**src/rtl/sem_pkg.sv**
```systemverilog
package sem_pkg;

    localparam int MAX_WIDTH  = 1024;
    localparam int MAX_HEIGHT = 4096;

    localparam int PIX_W  = 8;
    localparam int COL_W  = 10;
    localparam int ROW_W  = 12;
    localparam int FW_W   = 11;
    localparam int FH_W   = 13;
    localparam int CFG_W  = 13;
    localparam int CIDX_W = 1;

    localparam logic [FW_W-1:0] FW_MIN   = FW_W'(3);
    localparam logic [FW_W-1:0] FW_MAX   = FW_W'(MAX_WIDTH);
    localparam logic [FW_W-1:0] FW_RESET = FW_W'(640);
    localparam logic [FH_W-1:0] FH_MIN   = FH_W'(3);
    localparam logic [FH_W-1:0] FH_MAX   = FH_W'(MAX_HEIGHT);
    localparam logic [FH_W-1:0] FH_RESET = FH_W'(480);

    localparam logic [PIX_W-1:0] CLIP_LEVEL = PIX_W'(255);

    typedef enum logic [CIDX_W-1:0] {
        CFG_FRAME_WIDTH  = 1'b0,
        CFG_FRAME_HEIGHT = 1'b1
    } cfg_index_t;

    // the eight pixels of a 3x3 neighbourhood that the kernels use
    typedef struct packed {
        logic [PIX_W-1:0] lt;
        logic [PIX_W-1:0] lm;
        logic [PIX_W-1:0] lb;
        logic [PIX_W-1:0] mt;
        logic [PIX_W-1:0] mb;
        logic [PIX_W-1:0] rt;
        logic [PIX_W-1:0] rm;
        logic [PIX_W-1:0] rb;
    } nbhd_t;

endpackage

```
**src/rtl/sem_kernel.sv**
```systemverilog
module sem_kernel (
    input  sem_pkg::nbhd_t              nbhd,
    output logic [sem_pkg::PIX_W-1:0]   magnitude
);

    import sem_pkg::*;

    logic [PIX_W+1:0] x_pos;
    logic [PIX_W+1:0] x_neg;
    logic [PIX_W+1:0] y_pos;
    logic [PIX_W+1:0] y_neg;
    logic [PIX_W+2:0] gx;
    logic [PIX_W+2:0] gy;
    logic [PIX_W+2:0] gx_neg;
    logic [PIX_W+2:0] gy_neg;
    logic [PIX_W+1:0] ax;
    logic [PIX_W+1:0] ay;
    logic [PIX_W+2:0] total;

    always_comb
    begin
        x_pos  = {2'b00, nbhd.rt} + {1'b0, nbhd.rm, 1'b0} + {2'b00, nbhd.rb};
        x_neg  = {2'b00, nbhd.lt} + {1'b0, nbhd.lm, 1'b0} + {2'b00, nbhd.lb};
        y_pos  = {2'b00, nbhd.lb} + {1'b0, nbhd.mb, 1'b0} + {2'b00, nbhd.rb};
        y_neg  = {2'b00, nbhd.lt} + {1'b0, nbhd.mt, 1'b0} + {2'b00, nbhd.rt};
        // two's complement differences, top bit is the sign
        gx     = {1'b0, x_pos} - {1'b0, x_neg};
        gy     = {1'b0, y_pos} - {1'b0, y_neg};
        gx_neg = -gx;
        gy_neg = -gy;
        ax     = gx[PIX_W+2] ? gx_neg[PIX_W+1:0] : gx[PIX_W+1:0];
        ay     = gy[PIX_W+2] ? gy_neg[PIX_W+1:0] : gy[PIX_W+1:0];
        total  = {1'b0, ax} + {1'b0, ay};
        if (total > {3'b000, CLIP_LEVEL})
        begin
            magnitude = CLIP_LEVEL;
        end
        else
        begin
            magnitude = total[PIX_W-1:0];
        end
    end

endmodule

```
**config.mk**
```make
export PLATFORM = sky130hd
export DESIGN_NAME = sem_kernel
export DESIGN_NICKNAME = d
export VERILOG_FILES = /design/src/rtl/sem_pkg.sv /design/src/rtl/sem_kernel.sv
export SDC_FILE = /design/constraint.sdc
export NUM_CORES = 1
export LEC_CHECK = 0
export BUFFER_PORTS_ARGS = -buffer_cell sky130_fd_sc_hd__buf_2
export CORE_MARGIN = 8
export CORE_UTILIZATION = 40
export DETAILED_ROUTE_END_ITERATION = 8
export GPL_ROUTABILITY_DRIVEN = 0
export PLACE_DENSITY = 0.69
export SYNTH_ARGS = -nofsm -noshare
export SYNTH_HDL_FRONTEND = slang
export SYNTH_SLANG_ARGS = --single-unit
```
**constraint.sdc**
```tcl
create_clock -name vclk -period 16.2
set_input_delay 4.05 -clock vclk [all_inputs]
set_output_delay 4.05 -clock vclk [all_outputs]
set_load 0.02 [all_outputs]
```
# --- After elaboration in Yosys (flattened, before gate mapping) ---
# Index checks and enable logic that the tools add are counted.
# Widths: inputs -> output; s select.
classes:
  add_sub_neg: 13
  magnitude_cmp: 1
  mux: 3
op_table:
  columns: ["operator", "n"]
  rows:
  - ["$add 10x8->10", 4]
  - ["$add 8x9->10", 4]
  - ["$sub 10x10->11", 2]
  - ["$mux 10", 2]
  - ["$neg 10->10", 2]
  - ["$add 10x10->11", 1]
  - ["$gt 11x8->1 const B", 1]
  - ["$mux 8", 1]
word_totals:
  regBits: 0
  input_bits: 64
  output_inout_bits: 8
  elab_cells: 17

# --- Longest topological paths before layout ---
depth:
  depth_word: 8
  depth_mapped: 22
  mapped_depth_nobuf: 21

# --- Worst setup path after synthesis ---
# OpenSTA, ideal clock, no wires.
synth_timing:
  kind: "input port to output port"
  from: "in nbhd[4] (netlist bit)"
  to: "out magnitude[4] (netlist bit)"
  arrival_time_ns: 9.073
  t_required_ns: 12.150
  setup_slack_ns: 3.077
  stages: 20
  path_buffers: 0
  cell_sequence: "inv_1 > fa_1 > inv_1 > fa_1 > inv_1 > fa_1 > inv_1 > ha_1 > nand2_1 > nor3_1 > o21ai_0 > a31oi_2 > mux2_2 > fa_1 > a211oi_2 > o21bai_1 > a2111oi_2 > o21ai_1 > a22oi_4 > o21ai_1"
synth_between:
  elab_chain_len: 7
  elab_cells_between_ends: 11
  classes_between: "add/sub: 7; order compare: 1; mux: 3"
synth_rtl:
  columns: ["element", "line", "text"]
  rows:
  - ["start, declared", "sem_kernel.sv:2", "input sem_pkg::nbhd_t nbhd,"]
  - ["$add 10x8->10 (on tied branches)", "sem_kernel.sv:22, sem_kernel.sv:24", null]
  - ["$sub 10x10->11 (on tied branches)", "sem_kernel.sv:27, sem_kernel.sv:28", null]
  - ["$neg 10->10 (on tied branches)", "sem_kernel.sv:29, sem_kernel.sv:30", null]
  - ["$mux 10 (on tied branches)", "sem_kernel.sv:31, sem_kernel.sv:32", null]
  - ["$add 10x10->11 *", "sem_kernel.sv:33", "total = {1'b0, ax} + {1'b0, ay};"]
  - ["$gt 11x8->1", "sem_kernel.sv:34", "if (total > {3'b000, CLIP_LEVEL})"]
  - ["$mux 8 *", "sem_kernel.sv:34", null]
  - ["end, declared", "sem_kernel.sv:3", "output logic [sem_pkg::PIX_W-1:0] magnitude"]
# Every way passes the cells marked *; elsewhere a longest branch is shown, timed or not.

# --- Final worst setup path ---
# Same ends and word-level chain as after synthesis.

==> key figures <==
Outcome
  • Outcome: finished, final reports clean

Detailed routing
  • Routed WL: 6510 um
  • Vias/cell: 4.66
  • Final ANT Viol Nets: 0
  • 1st-iter DRT viols: 80
  • DR vias: approximately 2,700
  • Remaining DRCs: 0
  • Routed WL per cell: 11.2 um
  • First-pass detailed-route iteration total: 4

Critical path
  • Crit start category: input pin
  • WP data arrival: 9.61 ns
  • Crit path required time: ~12 ns
  • Crit Path Class: in2out
  • Crit path max fanout: 9
  • CP Capture Type: primary output

Clocking
  • Setup Buffers After CTS: 0
  • CTS Hold Bufs: 0
  • Post-CTS Resized: 0

Logic synthesis
  • Area leader, netlist: fa_1
  • Yosys warns: 0
  • Mapped Avg Cell Area: about 8.3 um^2
  • Top cell type's share of synthesized area: 0.375
  • Post-synthesis sequential area ratio: 0
  • Mapped Area: 0.00336 mm^2
  • Mapped Cells: 405
  • Syn_nets: 568
  • Top cells by area, synth: fa_1, inv_1, ha_1
  • Synth cell types: 53

Cells and area
  • Antenna diodes: 0
  • Clock buffers: 0
  • Most frequent cells in the layout: inv_1, buf_2, fa_1
  • Num sequential: 0
  • Final nets: ~640
  • FF+latch area: 0 um^2
  • Commonest non-fill, non-tap cell in the layout: inv_1
  • Share of cells above drive strength 1: 0.185
  • Area delta synth->final: 14.5%

Timing
  • Fin. max-slew vios: 0
  • Final period utilization: 0.843
  • RSZ-0062 raised after global routing: false
  • F_max: 73.2 MHz
  • Setup TNS: 0 ns
  • WHS: 8.93 ns
  • Final Hold Vio Count: 0
  • Min Tclk post-route: approximately 14 ns
  • Worst slew pin tran: roughly 0.44 ns
  • Slew HR: 0.705
  • Final setup viols: 0

Global routing
  • First-pass GRT wire length: around 12,000 um
  • Initial antenna violation count: 0
  • Global route overflow: 0
  • Largest net degree at the start of global routing: 11
  • Total GRT Usage: 0.122
  • Vias in the first global route: about 3,100

Floorplanning
  • Die area: roughly 0.012 mm^2
  • Initial Util: 0.411
  • Die H: about 110 um
  • Io pins: 72
  • Core area: 0.00818 mm^2
  • Row count: 33
  • Die width: 108 um

Job
  • Max-Cap Viols: 0

Hold path
  • Worst hold stages: 6
  • HP Class: in2out

Placed design
  • Placed wire-length estimate: a little over 6000 um
  • IO buf count: 72
## final timing paths
path                 start            to  slack [ns]
hold / removal    nbhd[57]  magnitude[0]        8.93
setup / recovery   nbhd[4]  magnitude[4]        2.54
## Yosys cell counts, types with 2 or more instances
cell type	number
inv_1	140
fa_1	63
ha_1	36
nor2_1	23
xnor2_1	23
a21oi_1	14
nand2_1	13
o21ai_0	11
xor2_1	10
nand3_1	9
a21o_1	4
nand2b_1	4
a211oi_2	3
a31oi_1	3
o21a_1	3
o21ai_1	3
and3_1	2
nand3b_1	2
nor3_1	2
o2111ai_1	2
o21bai_1	2
or3_1	2
## area by class of cell
type / count / area (um^2)
inverter: 141 / 529
fill: 823 / 4330
tap: 105 / 131
timing repair buffer: 72 / 360
multi-input combinational: 263 / 2830
## worst max-delay path, cell delays in order
cell	delay [ns]
buf_2	0.08
inv_1	0.07
fa_1	0.54
inv_1	0.05
fa_1	0.47
inv_1	0.05
fa_1	0.52
inv_1	0.04
ha_1	0.37
nand2_1	0.07
nor3_1	0.33
o21ai_0	0.16
a31oi_2	0.38
mux2_2	0.43
fa_1	0.46
a211oi_2	0.26
o21bai_1	0.13
a2111oi_2	0.40
o21ai_1	0.15
a22oi_4	0.30
o21ai_1	0.10
buf_2	0.17
## cell families (layout without fill, tap and decap cells)
group                      Yosys count  count (layout)  synth area share
adders and majority gates           99              99             0.509
muxes                                1               1           0.00335
and+or+nand+nor                     67              67             0.101
xor gates and xnor gates            33              33            0.0860
buffers and inverters              142             213             0.159
AOI/OAI and AO/OA                   63              63             0.142
## stage by stage
step	setup slack, ns	utilization	instances	instance area, um^2
CTS	2.54	0.471	581	3850
finish	2.54	0.471	581	3850
global route	2.13	0.471	581	3850
floorplan	3.08	-	405	3360
detailed placement	2.54	0.471	581	3850
global placement	2.70	0.471	581	3850
## per-layer routing
metal  track usage  share of wire
met1         0.149           0.44
met2         0.237           0.52
met3        0.0102          0.042
met4             0              0
met5             0              0
Power is left out: the tool's default activity adds up to more than one toggle a clock period on the data nets, which glitch-free logic cannot reach.
